File: config.mk
export PLATFORM = sky130hd
export DESIGN_NAME = pit_timestamp_extender_flat
export DESIGN_NICKNAME = d
export VERILOG_FILES = /design/src/rtl/pte_pkg.sv /design/src/rtl/pte_if.sv /design/src/rtl/pit_timestamp_extender.sv /design/src/rtl/pte_phase.sv /design/src/rtl/pte_accum.sv /design/src/flat_wrapper.sv
export SDC_FILE = /design/constraint.sdc
export NUM_CORES = 1
export LEC_CHECK = 0
export BUFFER_PORTS_ARGS = -buffer_cell sky130_fd_sc_hd__buf_2
export CORE_UTILIZATION = 57
export DETAILED_ROUTE_END_ITERATION = 10
export MAX_ROUTING_LAYER = met4
export PLACE_DENSITY = 0.83
export SETUP_SLACK_MARGIN = 0.15
export SLEW_MARGIN = 20
export SYNTH_ARGS = -nofsm -noshare
export SYNTH_HDL_FRONTEND = slang
export SYNTH_HIERARCHICAL = 1
export SYNTH_SLANG_ARGS = --single-unit
File: constraint.sdc
create_clock -name clk -period 9.9 [get_ports clk]
set_input_delay 0 -clock clk [delete_from_list [all_inputs] [get_ports clk]]
set_output_delay 0 -clock clk [all_outputs]
set_load 0.03 [all_outputs]
File: src/rtl/pte_pkg.sv
// ----------------------------------------------------------------------------
// pte_pkg
// Types and constants shared by the timestamp extender modules.
// ----------------------------------------------------------------------------
package pte_pkg;

  localparam int unsigned TickW   = 21;
  localparam int unsigned StatusW = 8;
  localparam int unsigned CountW  = 16;
  localparam int unsigned PhaseW  = 12;
  localparam int unsigned StampW  = 32;

  localparam logic [StampW-1:0] DAY_LENGTH  = 32'h0018_00B0;
  localparam int unsigned       OUT_BIT_POS = 7;

  localparam logic [1:0] MODE_RATE   = 2'd2;
  localparam logic [1:0] MODE_SQUARE = 2'd3;

  typedef logic [TickW-1:0]   tick_t;
  typedef logic [StatusW-1:0] status_t;
  typedef logic [CountW-1:0]  count_t;
  typedef logic [PhaseW-1:0]  phase_t;
  typedef logic [StampW-1:0]  stamp_t;

endpackage

File: src/rtl/pte_if.sv
// ----------------------------------------------------------------------------
// pte_in_if / pte_out_if
// Valid/ready channels for counter samples and extended timestamps.
// ----------------------------------------------------------------------------
interface pte_in_if
  import pte_pkg::*;
();
  logic    valid;
  logic    ready;
  tick_t   day_tick;
  status_t pit_status;
  count_t  pit_count;

  modport source (output valid, day_tick, pit_status, pit_count, input ready);
  modport sink   (input valid, day_tick, pit_status, pit_count, output ready);
endinterface

interface pte_out_if
  import pte_pkg::*;
();
  logic   valid;
  logic   ready;
  stamp_t timestamp;

  modport source (output valid, timestamp, input ready);
  modport sink   (input valid, timestamp, output ready);
endinterface

File: src/rtl/pit_timestamp_extender.sv
// ----------------------------------------------------------------------------
// pit_timestamp_extender
// Extends a coarse day-tick count with the interval timer phase into a
// wrapping 32-bit timestamp.
//
// Channel    Dir   Payload                               Transfer
// in_chan    in    day_tick, pit_status, pit_count       valid && ready
// out_chan   out   timestamp                             valid && ready
//
// A sample is captured in the input register; the phase, coarse delta and
// running total are then computed from it and written to the result
// register, so one sample can be taken every cycle while the result side
// does not stall. Reset is synchronous and clears the previous sample, the
// running total and both valid flags. A stall on the result side holds the
// result register and then the input register; in_chan.ready falls only
// when both are full.
// ----------------------------------------------------------------------------
module pit_timestamp_extender
  import pte_pkg::*;
(
  input  logic clk,
  input  logic rst_n,
  pte_in_if.sink    in_chan,
  pte_out_if.source out_chan
);

  logic    in_valid_r, in_valid_nxt;
  tick_t   tick_r;
  status_t status_r;
  count_t  count_r;
  phase_t  phase;
  logic    free;
  logic    load;
  logic    take;

  assign load          = in_valid_r && free;
  assign in_chan.ready = !in_valid_r || free;
  assign take          = in_chan.valid && in_chan.ready;

  always_comb begin
    in_valid_nxt = in_valid_r && !free;
    if (take) begin
      in_valid_nxt = 1'b1;
    end
  end

  always_ff @(posedge clk) begin
    if (!rst_n) begin
      in_valid_r <= 1'b0;
    end else begin
      in_valid_r <= in_valid_nxt;
    end
  end

  always_ff @(posedge clk) begin
    if (take) begin
      tick_r   <= in_chan.day_tick;
      status_r <= in_chan.pit_status;
      count_r  <= in_chan.pit_count;
    end
  end

  pte_phase u_phase (
    .pit_status (status_r),
    .pit_count  (count_r),
    .phase      (phase)
  );

  pte_accum u_accum (
    .clk      (clk),
    .rst_n    (rst_n),
    .load     (load),
    .day_tick (tick_r),
    .phase    (phase),
    .free     (free),
    .out_chan (out_chan)
  );

endmodule

File: src/rtl/pte_phase.sv
// ----------------------------------------------------------------------------
// pte_phase
// Derives the 12-bit counter phase from a latched status byte and count.
// ----------------------------------------------------------------------------
module pte_phase
  import pte_pkg::*;
(
  input  status_t pit_status,
  input  count_t  pit_count,
  output phase_t  phase
);

  count_t     elapsed;
  logic [1:0] mode_lo;

  // A count of zero stands for the full range, which yields zero elapsed.
  assign elapsed = count_t'(0) - pit_count;
  assign mode_lo = pit_status[2:1];

  always_comb begin
    case (mode_lo)
      MODE_SQUARE: phase = {~pit_status[OUT_BIT_POS], elapsed[CountW-1:5]};
      MODE_RATE:   phase = elapsed[CountW-1:4];
      default:     phase = '0;
    endcase
  end

endmodule

File: src/rtl/pte_accum.sv
// ----------------------------------------------------------------------------
// pte_accum
// Holds the previous sample, accumulates fine ticks and owns the result register.
// ----------------------------------------------------------------------------
module pte_accum
  import pte_pkg::*;
(
  input  logic   clk,
  input  logic   rst_n,
  input  logic   load,
  input  tick_t  day_tick,
  input  phase_t phase,
  output logic   free,
  pte_out_if.source out_chan
);

  tick_t  prev_tick_r, prev_tick_nxt;
  phase_t prev_phase_r, prev_phase_nxt;
  logic   started_r, started_nxt;
  logic   owed_r, owed_nxt;
  stamp_t total_r, total_nxt;
  logic   out_valid_r, out_valid_nxt;
  stamp_t stamp_r, stamp_nxt;

  stamp_t coarse_raw;
  stamp_t coarse;
  logic   owe_hit;
  logic   wrap;
  logic   wrap_idle;
  stamp_t add;

  assign free = !out_valid_r || out_chan.ready;

  always_comb begin
    if (day_tick >= prev_tick_r) begin
      coarse_raw = stamp_t'(day_tick - prev_tick_r);
    end else begin
      coarse_raw = DAY_LENGTH - stamp_t'(prev_tick_r) + stamp_t'(day_tick);
    end
    owe_hit   = (coarse_raw != '0) && owed_r;
    coarse    = coarse_raw - stamp_t'(owe_hit);
    wrap      = phase < prev_phase_r;
    wrap_idle = wrap && (coarse == '0);
    add       = {coarse[StampW-PhaseW-1:0], {PhaseW{1'b0}}}
              + stamp_t'(phase) - stamp_t'(prev_phase_r)
              + {{(StampW-PhaseW-1){1'b0}}, wrap_idle, {PhaseW{1'b0}}};
  end

  always_comb begin
    prev_tick_nxt  = prev_tick_r;
    prev_phase_nxt = prev_phase_r;
    started_nxt    = started_r;
    owed_nxt       = owed_r;
    total_nxt      = total_r;
    stamp_nxt      = stamp_r;
    out_valid_nxt  = out_valid_r && !out_chan.ready;
    if (load) begin
      prev_tick_nxt  = day_tick;
      prev_phase_nxt = phase;
      started_nxt    = 1'b1;
      out_valid_nxt  = 1'b1;
      if (started_r) begin
        owed_nxt  = (owed_r && !owe_hit) || wrap_idle;
        total_nxt = total_r + add;
        stamp_nxt = total_r + add;
      end else begin
        stamp_nxt = '0;
      end
    end
  end

  always_ff @(posedge clk) begin
    if (!rst_n) begin
      prev_tick_r  <= '0;
      prev_phase_r <= '0;
      started_r    <= 1'b0;
      owed_r       <= 1'b0;
      total_r      <= '0;
      out_valid_r  <= 1'b0;
    end else begin
      prev_tick_r  <= prev_tick_nxt;
      prev_phase_r <= prev_phase_nxt;
      started_r    <= started_nxt;
      owed_r       <= owed_nxt;
      total_r      <= total_nxt;
      out_valid_r  <= out_valid_nxt;
    end
  end

  always_ff @(posedge clk) begin
    stamp_r <= stamp_nxt;
  end

  assign out_chan.valid     = out_valid_r;
  assign out_chan.timestamp = stamp_r;

endmodule
File: src/flat_wrapper.sv
// flat-port wrapper written by rule: the top's interface ports become plain ports
module pit_timestamp_extender_flat import pte_pkg::*;
  (clk, rst_n, in_chan_valid, in_chan_day_tick, in_chan_pit_status, in_chan_pit_count, in_chan_ready, out_chan_valid, out_chan_timestamp, out_chan_ready);
  pte_in_if in_chan_i ();
  pte_out_if out_chan_i ();
  input  logic clk;
  input  logic rst_n;
  input wire logic [$bits(in_chan_i.valid)-1:0] in_chan_valid;
  input wire logic [$bits(in_chan_i.day_tick)-1:0] in_chan_day_tick;
  input wire logic [$bits(in_chan_i.pit_status)-1:0] in_chan_pit_status;
  input wire logic [$bits(in_chan_i.pit_count)-1:0] in_chan_pit_count;
  output wire logic [$bits(in_chan_i.ready)-1:0] in_chan_ready;
  output wire logic [$bits(out_chan_i.valid)-1:0] out_chan_valid;
  output wire logic [$bits(out_chan_i.timestamp)-1:0] out_chan_timestamp;
  input wire logic [$bits(out_chan_i.ready)-1:0] out_chan_ready;
  assign in_chan_i.valid = in_chan_valid;
  assign in_chan_i.day_tick = in_chan_day_tick;
  assign in_chan_i.pit_status = in_chan_pit_status;
  assign in_chan_i.pit_count = in_chan_pit_count;
  assign in_chan_ready = in_chan_i.ready;
  assign out_chan_valid = out_chan_i.valid;
  assign out_chan_timestamp = out_chan_i.timestamp;
  assign out_chan_i.ready = out_chan_ready;
  pit_timestamp_extender u_core (.clk(clk), .rst_n(rst_n), .in_chan(in_chan_i), .out_chan(out_chan_i));
endmodule
==> run summary, run 1 <==
status: finished, final reports clean
Largest stage delay, worst path: 0.47 ns
first-pass GRT wire length: 51200 um
Root Driver: clkbuf_16
Reg clk slew, reported paths: 0.07 ns
input/output buffers: 77
FILL cells: 1617
TritonCTS clock tree: yes
endpoints failing setup: 0
initial antenna violation count: 0
DR vias/cell: 5.91
f_max: 106 MHz
DP HPWL: 22800 um
RSZ-0062 raised after global routing: no
CP Max Fanout: 5
global route total overflow: 0
Pwr per Cell Area: 216 nW/um^2
period utilization: 95.0%
Gate Count Post-Synth: 1440
Syn Area/Cell: 8.54 um^2
worst hold path type: in -> reg
routed len/inst: 16.6 um
Finished Layout Cells: 1904
crit path time final: 9.41 ns
chip width: 149 um
CP max stage cell: fa_1
die area: 22200 um^2
Worst IR Drop VDD: 0.000134 V
total power: 3.20 mW
number of max-cap violations: 0
type of the worst setup path: reg -> reg
DRT iter0 DRCs: 880
# diodes: 0
ANT nets after route: 0
final setup skew: 0.0173 ns
yosys warns: 6
setup_tns: 0 ns
CP Buf/Inv Count: 6
Area Growth Syn to Fin: 20.3%
GRT Total Usage: 29.9%
number of global-route vias before repair: 10600
syn nets: 1643
Worst EP arrival: 9.74 ns
slew margin rel.: 47.1%
First-pass DRT Iterations: 5
CP Data Required Time: 10.23 ns
Worst Setup End Kind: flip-flop
# IOs: 83
Critical Path Most Common Cell: buf_4
Max clock buf depth: 2
most frequent cells in the layout: inv_1, ha_1, nor2_1, nand2_1, buf_4
Vias: 11300
Slew @ Worst Pin: 0.784 ns
Fin. Hold Viols: 0
Max Slew Vio Count: 0
chip height: 149 um
commonest non-fill, non-tap cell in the layout: inv_1
number of core rows: 53
largest net degree at the start of global routing: 44
CP delay by family, top: simple AND/OR/NAND/NOR gates
multi-input logic area: 8150 um^2
placed cell count: 1819
Synth Cell Area: 12300 um^2
Post-route DRC: 0
# clock sinks: 141
crit start category: flip-flop
fin nets: 1819
WL final: 31700 um
Starting Density: 58.3%
CTS buffer count: 17
placer congestion estimate: 0.920
area after detailed placement: 13400 um^2
Core ar.: 21100 um^2
H-Tree Depth: 4
ratio of cells with drive above 1 in the final layout: 16.5%
Finished Cell Area: 14800 um^2
leakage power: 6.30 nW
clock latency on the worst-skew pair: 0.44 ns
FF+latch area: 3550 um^2
## flip-flops by register name, indices dropped and copies added (netlist names)
signal,cells
u_core/u_accum/out_chan.timestamp,32
u_core/u_accum/total_r,32
u_core/tick_r,21
u_core/u_accum/prev_tick_r,21
u_core/count_r,16
u_core/u_accum/prev_phase_r,12
u_core/status_r,3
u_core/in_valid_r,1
u_core/u_accum/out_chan.valid,1
u_core/u_accum/owed_r,1
u_core/u_accum/started_r,1
## final cells by class
| type | count | area share [%] |
|---|---|---|
| multi-input combinational | 1082 | 55.1 |
| sequential | 141 | 24.0 |
| timing repair buffer | 207 | 9.95 |
| clock buffer | 19 | 3.22 |
| tap | 275 | 2.33 |
| clock inverter | 13 | 1.13 |
| inverter | 167 | 4.24 |
## worst register-to-register path, delay by kind of cell, from the launching register on
family / cells / cell delay, ns
buf+inv: 6 / 0.84
flops: 1 / 0.34
fa+ha+maj: 5 / 1.57
compound gates: 14 / 2.42
xor+xnor: 2 / 0.18
simple gates: 19 / 3.97
## routing by layer
metal / vias up / share of wire [%] / global-route usage, %
met3: 76 / 5.0 / 3.76
met4: 0 / 2.5 / 11.5
met5: - / 0 / -
met2: 382 / 48 / 49.2
met1: 5300 / 45 / 37.4
li1: 5496 / - / -
## final timing paths
check                                      from                         end  slack (ns)  cells after the start
setup reg to reg  u_core/u_accum/prev_tick_r[1]  u_core/u_accum/total_r[31]        0.49                     46
hold reg to reg       u_core/u_accum/total_r[1]   u_core/u_accum/total_r[1]        0.46                      2
setup / recovery  u_core/u_accum/prev_tick_r[1]  u_core/u_accum/total_r[31]        0.49                     46
hold / removal             in_chan_day_tick[15]           u_core/tick_r[15]        0.26                      2
## power breakdown
group | leakage [nW] | internal (mW) | switching [mW] | total, mW
sequential | 1.26 | 0.672 | 0.0295 | 0.702
combinational | 4.72 | 0.759 | 1.03 | 1.79
clock | 0.318 | 0.413 | 0.295 | 0.708
## stage by stage
| step | utilization (%) | hold slack [ns] | worst slack [ns] |
|---|---|---|---|
| 2_1_floorplan | - | 0.0989 | 0.616 |
| 3_3_place_gp | 63.5 | 0.177 | 0.262 |
| 4_1_cts | 68.7 | 0.246 | 0.178 |
| 6_report | 70.1 | 0.265 | 0.491 |
| 5_1_grt | 70.1 | 0.266 | 0.0797 |
| 3_5_place_dp | 63.5 | 0.178 | 0.0405 |
## repair_timing
action | CTS | global route
endpoints found under the hold margin | 48 | 0
hold buffers | 44 | 0
gates resized for setup | 3 | 47
cloned | 0 | 0
buffers inserted | 0 | 9
endpoints found under the setup margin | 6 | 21
pin swaps | 0 | 23
(Power assumes the default switching activity.)
==> inputs of run 2 (changes only) <==
--- a/config.mk
+++ b/config.mk
@@ -6,7 +6,7 @@
 export NUM_CORES = 1
 export LEC_CHECK = 0
 export BUFFER_PORTS_ARGS = -buffer_cell sky130_fd_sc_hd__buf_2
-export CORE_UTILIZATION = 57
+export CORE_UTILIZATION = 60
 export DETAILED_ROUTE_END_ITERATION = 10
 export MAX_ROUTING_LAYER = met4
 export PLACE_DENSITY = 0.83
==> constraint.sdc (replaced) <==
create_clock -name clk -period 11.4 [get_ports clk]
set_input_delay 0 -clock clk [delete_from_list [all_inputs] [get_ports clk]]
set_output_delay 0 -clock clk [all_outputs]
set_load 0.03 [all_outputs]
==> run 2 against run 1 <==
Net effect: cell count is 4.5% lower; clock power down 17%; critical path depth is 3 lower; non-clock buffer count fell by 76; hold slack improved by 0.012 ns; sequential share of layout area increased by 1.4 points; flip-flop and latch count stayed put; utilization rose by 0.47 points; largest cell class unchanged.
==> run summary, run 2 (synthesized netlist as in run 1, its figures left out) <==
FF+latch area: 3540 um^2 (was 3550 um^2)
f_max: 95.0 MHz (was 106 MHz)
First-pass DRT Iterations: 5 (unchanged)
endpoints failing setup: 0 (unchanged)
Root Driver: clkbuf_16 (unchanged)
Core ar.: 19800 um^2 (was 21100 um^2)
chip height: 145 um (was 149 um)
number of max-cap violations: 0 (unchanged)
hold path endpoint: u_core/tick_r[20] (was u_core/tick_r[15])
largest net degree at the start of global routing: 47 (was 44)
first-pass GRT wire length: 49300 um (was 51200 um)
commonest non-fill, non-tap cell in the layout: inv_1 (unchanged)
Fin. Hold Viols: 0 (unchanged)
HP Start: in_chan_day_tick[20] (was in_chan_day_tick[15])
worst hold margin: 0.277 ns (was 0.265 ns)
Critical Path Most Common Cell: nand4_1 (was buf_4)
multi-input logic area: 7940 um^2 (was 8150 um^2)
Post-route DRC: 0 (unchanged)
routed len/inst: 16.3 um (was 16.6 um)
ANT nets after route: 0 (unchanged)
DR vias/cell: 5.98 (was 5.91)
Slew @ Worst Pin: 0.825 ns (was 0.784 ns)
Max clock buf depth: 2 (unchanged)
CP Max Fanout: 9 (was 5)
FF-to-FF Start: u_core/u_accum/prev_tick_r[1] (unchanged)
number of global-route vias before repair: 10400 (was 10600)
Largest stage delay, worst path: 0.51 ns (was 0.47 ns)
Hold Path Depth: 2 (unchanged)
placer congestion estimate: 0.923 (was 0.920)
WL final: 29600 um (was 31700 um)
Finished Cell Area: 14000 um^2 (was 14800 um^2)
DRT iter0 DRCs: 787 (was 880)
Area Growth Syn to Fin: 13.6% (was 20.3%)
H-Tree Depth: 4 (unchanged)
number of core rows: 51 (was 53)
Starting Density: 62.1% (was 58.3%)
CP Data Required Time: 11.72 ns (was 10.23 ns)
initial antenna violation count: 1 (was 0)
leakage power: 5.86 nW (was 6.30 nW)
ratio of cells with drive above 1 in the final layout: 10.3% (was 16.5%)
Reg clk slew, reported paths: 0.07 ns (about the same)
# clock sinks: 141 (unchanged)
most frequent cells in the layout: inv_1, ha_1, nor2_1, nand2_1, a21oi_1 (was inv_1, ha_1, nor2_1, nand2_1, buf_4)
slew margin rel.: 45.0% (was 47.1%)
Reg2Reg Depth: 43 (was 46)
Worst Setup End Kind: flip-flop (unchanged)
final setup skew: 0.0128 ns (was 0.0173 ns)
Worst IR Drop VDD: 0.000120 V (was 0.000134 V)
worst slack, placed: 0.813 ns (was 0.0405 ns)
global route total overflow: 0 (unchanged)
Vias: 10900 (was 11300)
DP HPWL: 21300 um (was 22800 um)
input/output buffers: 77 (unchanged)
FILL cells: 1531 (was 1617)
post-route worst setup slack: 0.869 ns (was 0.491 ns)
chip width: 145 um (was 149 um)
Worst EP arrival: 10.85 ns (was 9.74 ns)
setup bufs post-CTS: 0 (unchanged)
crit path time final: 10.53 ns (was 9.41 ns)
die area: 21100 um^2 (was 22200 um^2)
CTS buffer count: 17 (unchanged)
Max Slew Vio Count: 0 (unchanged)
fin nets: 1743 (was 1819)
Pwr per Cell Area: 187 nW/um^2 (was 216 nW/um^2)
reg-to-reg critical path endpoint: u_core/u_accum/total_r[31] (unchanged)
# IOs: 83 (unchanged)
r2r setup slk: 0.87 ns (was 0.49 ns)
CP max stage cell: or3b_2 (was fa_1)
type of the worst setup path: reg -> reg (unchanged)
setup_tns: 0 ns (unchanged)
worst hold path type: in -> reg (unchanged)
total power: 2.61 mW (was 3.20 mW)
crit start category: flip-flop (unchanged)
GRT Total Usage: 29.4% (was 29.9%)
status: finished, final reports clean (unchanged)
TritonCTS clock tree: yes (unchanged)
area after detailed placement: 12900 um^2 (was 13400 um^2)
period utilization: 92.4% (was 95.0%)
RSZ-0062 raised after global routing: no (unchanged)
clock latency on the worst-skew pair: 0.43 ns (was 0.44 ns)
==> run 2: cell count changes in the layout (fill, tap and decap cells not counted), sizes merged <==
cell      previous run  this run
clkinv               5         7
clkbuf              19        18
buf                163        87
clkinvlp             0         1
diode                0         1
bufinv               2         3
inv                173       170
==> run 2: worst max-delay path, delay by kind of cell (launching register included) <==
kind / cells / cell delay, ns
adders and majority gates: 5 / 1.77
xor gates and xnor gates: 2 / 0.27
AOI/OAI and AO/OA: 16 / 3.96
buffers and inverters: 3 / 0.45
and+or+nand+nor: 17 / 3.54
DFF: 1 / 0.43
==> run 2: stage by stage <==
step / instances / util (%)
after floorplan: 1440 / -
after global placement: 1742 / 65.1
after detailed placement: 1742 / 65.1
after CTS: 1818 / 70.4
after global routing: 1819 / 70.6
final: 1819 / 70.6
==> run 2: repair_timing <==
item | CTS | global route
hold buffers | 44 | 0
endpoints found under the setup margin | 0 | 5
endpoints found under the hold margin | 47 | 0
resized for setup | 0 | 6
==> run 2: layout make-up <==
class,count,area share [%]
Multi-Input combinational cell,1082,56.9
Sequential cell,141,25.4
Clock buffer,18,3.07
Antenna cell,1,0.0179
Timing Repair Buffer,131,6.45
Tap cell,265,2.38
Clock inverter,14,1.30
Inverter,167,4.49
==> run 2: routing by layer <==
metal / wire length [um] / share of wire [%] / global-route usage [%] / vias to the layer above
li1: - / - / - / 5356
met1: 13200 / 45 / 36.2 / 5049
met2: 13800 / 46 / 47.9 / 395
met3: 1740 / 5.9 / 4.43 / 69
met4: 912 / 3.1 / 12.7 / 0
met5: 0 / 0 / - / -
==> run 2: worst max path at each step <==
| stage | from | endpoint | depth (start not counted) |
|---|---|---|---|
| 5_1_grt | u_core/u_accum/prev_tick_r[1] | u_core/u_accum/total_r[31] | 43 |
| 4_1_cts | u_core/u_accum/prev_tick_r[0] | u_core/u_accum/total_r[31] | 40 |
| 2_1_floorplan | u_core/u_accum/prev_tick_r[1] | u_core/u_accum/total_r[31] | 40 |
| 3_3_place_gp | u_core/u_accum/prev_tick_r[0] | u_core/u_accum/total_r[31] | 40 |
| 3_5_place_dp | u_core/u_accum/prev_tick_r[1] | u_core/u_accum/total_r[31] | 40 |
| 6_report | u_core/u_accum/prev_tick_r[1] | u_core/u_accum/total_r[31] | 43 |
==> run 2: power by group <==
group / switching (mW) / total, mW / leakage, nW / internal [mW]
registers: 0.0245 / 0.609 / 1.26 / 0.584
logic: 0.853 / 1.42 / 4.31 / 0.562
clock network: 0.241 / 0.590 / 0.297 / 0.349
total: 1.12 / 2.61 / 5.86 / 1.50
==> inputs of run 3 (changes only) <==
==> constraint.sdc (replaced) <==
create_clock -name clk -period 13.7 [get_ports clk]
set_input_delay 0 -clock clk [delete_from_list [all_inputs] [get_ports clk]]
set_output_delay 0 -clock clk [all_outputs]
set_load 0.03 [all_outputs]
==> run 3 against run 2 <==
Net effect: total power is 18% lower; setup slack better by 1.4 ns; non-clock buffer count is 3 lower; utilization is 0.47 points lower; critical path type unchanged; critical endpoint unchanged.
==> run summary, run 3 (synthesized netlist as in run 1, its figures left out) <==
type of the worst setup path: reg -> reg (unchanged)
Worst Setup End Kind: flip-flop (unchanged)
logic gate share of total power: 54.8% (was 54.2%)
initial antenna violation count: 0 (was 1)
Largest stage delay, worst path: 0.65 ns (was 0.51 ns)
Starting Density: 62.1% (unchanged)
f_max: 87.2 MHz (was 95.0 MHz)
input/output buffers: 77 (unchanged)
Finished Layout Cells: 1815 (was 1819)
# IOs: 83 (unchanged)
number of core rows: 51 (unchanged)
design internal power: 1.21 mW (was 1.50 mW)
die area: 21100 um^2 (unchanged)
ANT nets after route: 0 (unchanged)
Critical Path Most Common Cell: nor2_1 (was nand4_1)
worst hold path type: in -> reg (unchanged)
CP max stage cell: o41ai_1 (was or3b_2)
final setup skew: 0.0122 ns (was 0.0128 ns)
placed cell count: 1739 (was 1742)
ratio of cells with drive above 1 in the final layout: 9.74% (was 10.3%)
first-pass GRT wire length: 48600 um (was 49300 um)
Worst EP arrival: 11.80 ns (was 10.85 ns)
fin nets: 1740 (was 1743)
worst slack, placed: 2.68 ns (was 0.813 ns)
switch share: 43.5% (was 42.8%)
DRT iter0 DRCs: 757 (was 787)
Root Driver: clkbuf_16 (unchanged)
slew margin rel.: 44.0% (was 45.0%)
Clock power frac: 21.5% (was 22.6%)
Max clock buf depth: 2 (unchanged)
number of max-cap violations: 0 (unchanged)
global route total overflow: 0 (unchanged)
CP delay by family, top: compound AO/OA/AOI/OAI gates (unchanged)
Core ar.: 19800 um^2 (unchanged)
GRT Total Usage: 29.0% (was 29.4%)
status: finished, final reports clean (unchanged)
number of global-route vias before repair: 10200 (was 10400)
RSZ-0062 raised after global routing: no (unchanged)
worst hold margin: 0.274 ns (was 0.277 ns)
post-route worst setup slack: 2.23 ns (was 0.869 ns)
crit path time final: 11.47 ns (was 10.53 ns)
sequential share of power: 23.7% (was 23.3%)
CP Max Fanout: 11 (was 9)
WL final: 29300 um (was 29600 um)
clock latency on the worst-skew pair: 0.44 ns (was 0.43 ns)
endpoints failing setup: 0 (unchanged)
TritonCTS clock tree: yes (unchanged)
crit start category: flip-flop (unchanged)
Pwr per Cell Area: 154 nW/um^2 (was 187 nW/um^2)
largest net degree at the start of global routing: 47 (unchanged)
chip height: 145 um (unchanged)
H-Tree Depth: 4 (unchanged)
setup_tns: 0 ns (unchanged)
First-pass DRT Iterations: 7 (was 5)
Slew @ Worst Pin: 0.833 ns (was 0.825 ns)
CTS buffer count: 17 (unchanged)
DP HPWL: 21300 um (about the same)
post_cts resized: 0 (unchanged)
Max Slew Vio Count: 0 (unchanged)
routed len/inst: 16.1 um (was 16.3 um)
CP Buf/Inv Count: 0 (was 3)
Vias: 10900 (about the same)
Area Growth Syn to Fin: 12.8% (was 13.6%)
placer congestion estimate: 0.906 (was 0.923)
Post-route DRC: 0 (unchanged)
# diodes: 0 (was 1)
Worst IR Drop VDD: 0.000113 V (was 0.000120 V)
CP Data Required Time: 14.03 ns (was 11.72 ns)
sw power: 930 uW (was 1.12 mW)
most frequent cells in the layout: inv_1, ha_1, nor2_1, nand2_1, a21oi_1 (unchanged)
DR vias/cell: 5.99 (was 5.98)
chip width: 145 um (unchanged)
period utilization: 83.7% (was 92.4%)
commonest non-fill, non-tap cell in the layout: inv_1 (unchanged)
Reg clk slew, reported paths: 0.07 ns (about the same)
leakage power: 5.82 nW (was 5.86 nW)
# clock sinks: 141 (unchanged)
Fin. Hold Viols: 0 (unchanged)
## run 3: final timing paths
kind                                  from                          to  slack, ns  cells after the start
min                    in_chan_day_tick[1]            u_core/tick_r[1]       0.27                      2
max          u_core/u_accum/prev_tick_r[0]  u_core/u_accum/total_r[31]       2.23                     38
max reg2reg  u_core/u_accum/prev_tick_r[0]  u_core/u_accum/total_r[31]       2.23                     38
min reg2reg     u_core/u_accum/total_r[25]  u_core/u_accum/total_r[25]       0.46                      2
## run 3: metal layers
layer / vias up / GRT usage [%] / share of wire [%]
li1: 5342 / - / -
met1: 5049 / 36.9 / 46
met2: 408 / 46.7 / 46
met3: 66 / 3.93 / 5.8
met4: 0 / 11.7 / 2.7
met5: - / - / 0
## run 3: area by class of cell
type                    instances  area (um^2)
flip-flops and latches        141         3540
clock buffers                  19          443
inverters                     167          627
multi-input cells            1082         7910
fillers                      1561         5920
well taps                     265          332
clock inverters                13          128
repair buffers                128          878
## run 3: power groups by stage
stage | combinational (mW) | clock [mW] | sequential, mW
after detailed placement | 1.11 | 0 | 0.515
after floorplan | 0.852 | 0 | 0.533
after global routing | 1.29 | 0.479 | 0.510
final | 1.17 | 0.459 | 0.507
after global placement | 1.08 | 0 | 0.513
after CTS | 1.14 | 0.463 | 0.506
## run 3: per-stage QoR
step / power [mW] / cell area [um^2] / utilization (%)
6_report: 2.14 / 13900 / 70.1
5_1_grt: 2.27 / 13900 / 70.1
4_1_cts: 2.11 / 13900 / 70.1
3_5_place_dp: 1.62 / 12900 / 65.0
3_3_place_gp: 1.59 / 12900 / 65.0
2_1_floorplan: 1.38 / 12300 / -
## run 3: timing repair
action,4_1_cts,5_1_grt
buffers inserted,0,0
setup endpoints to repair,0,0
hold buffers,44,0
hold endpoints to repair,50,0
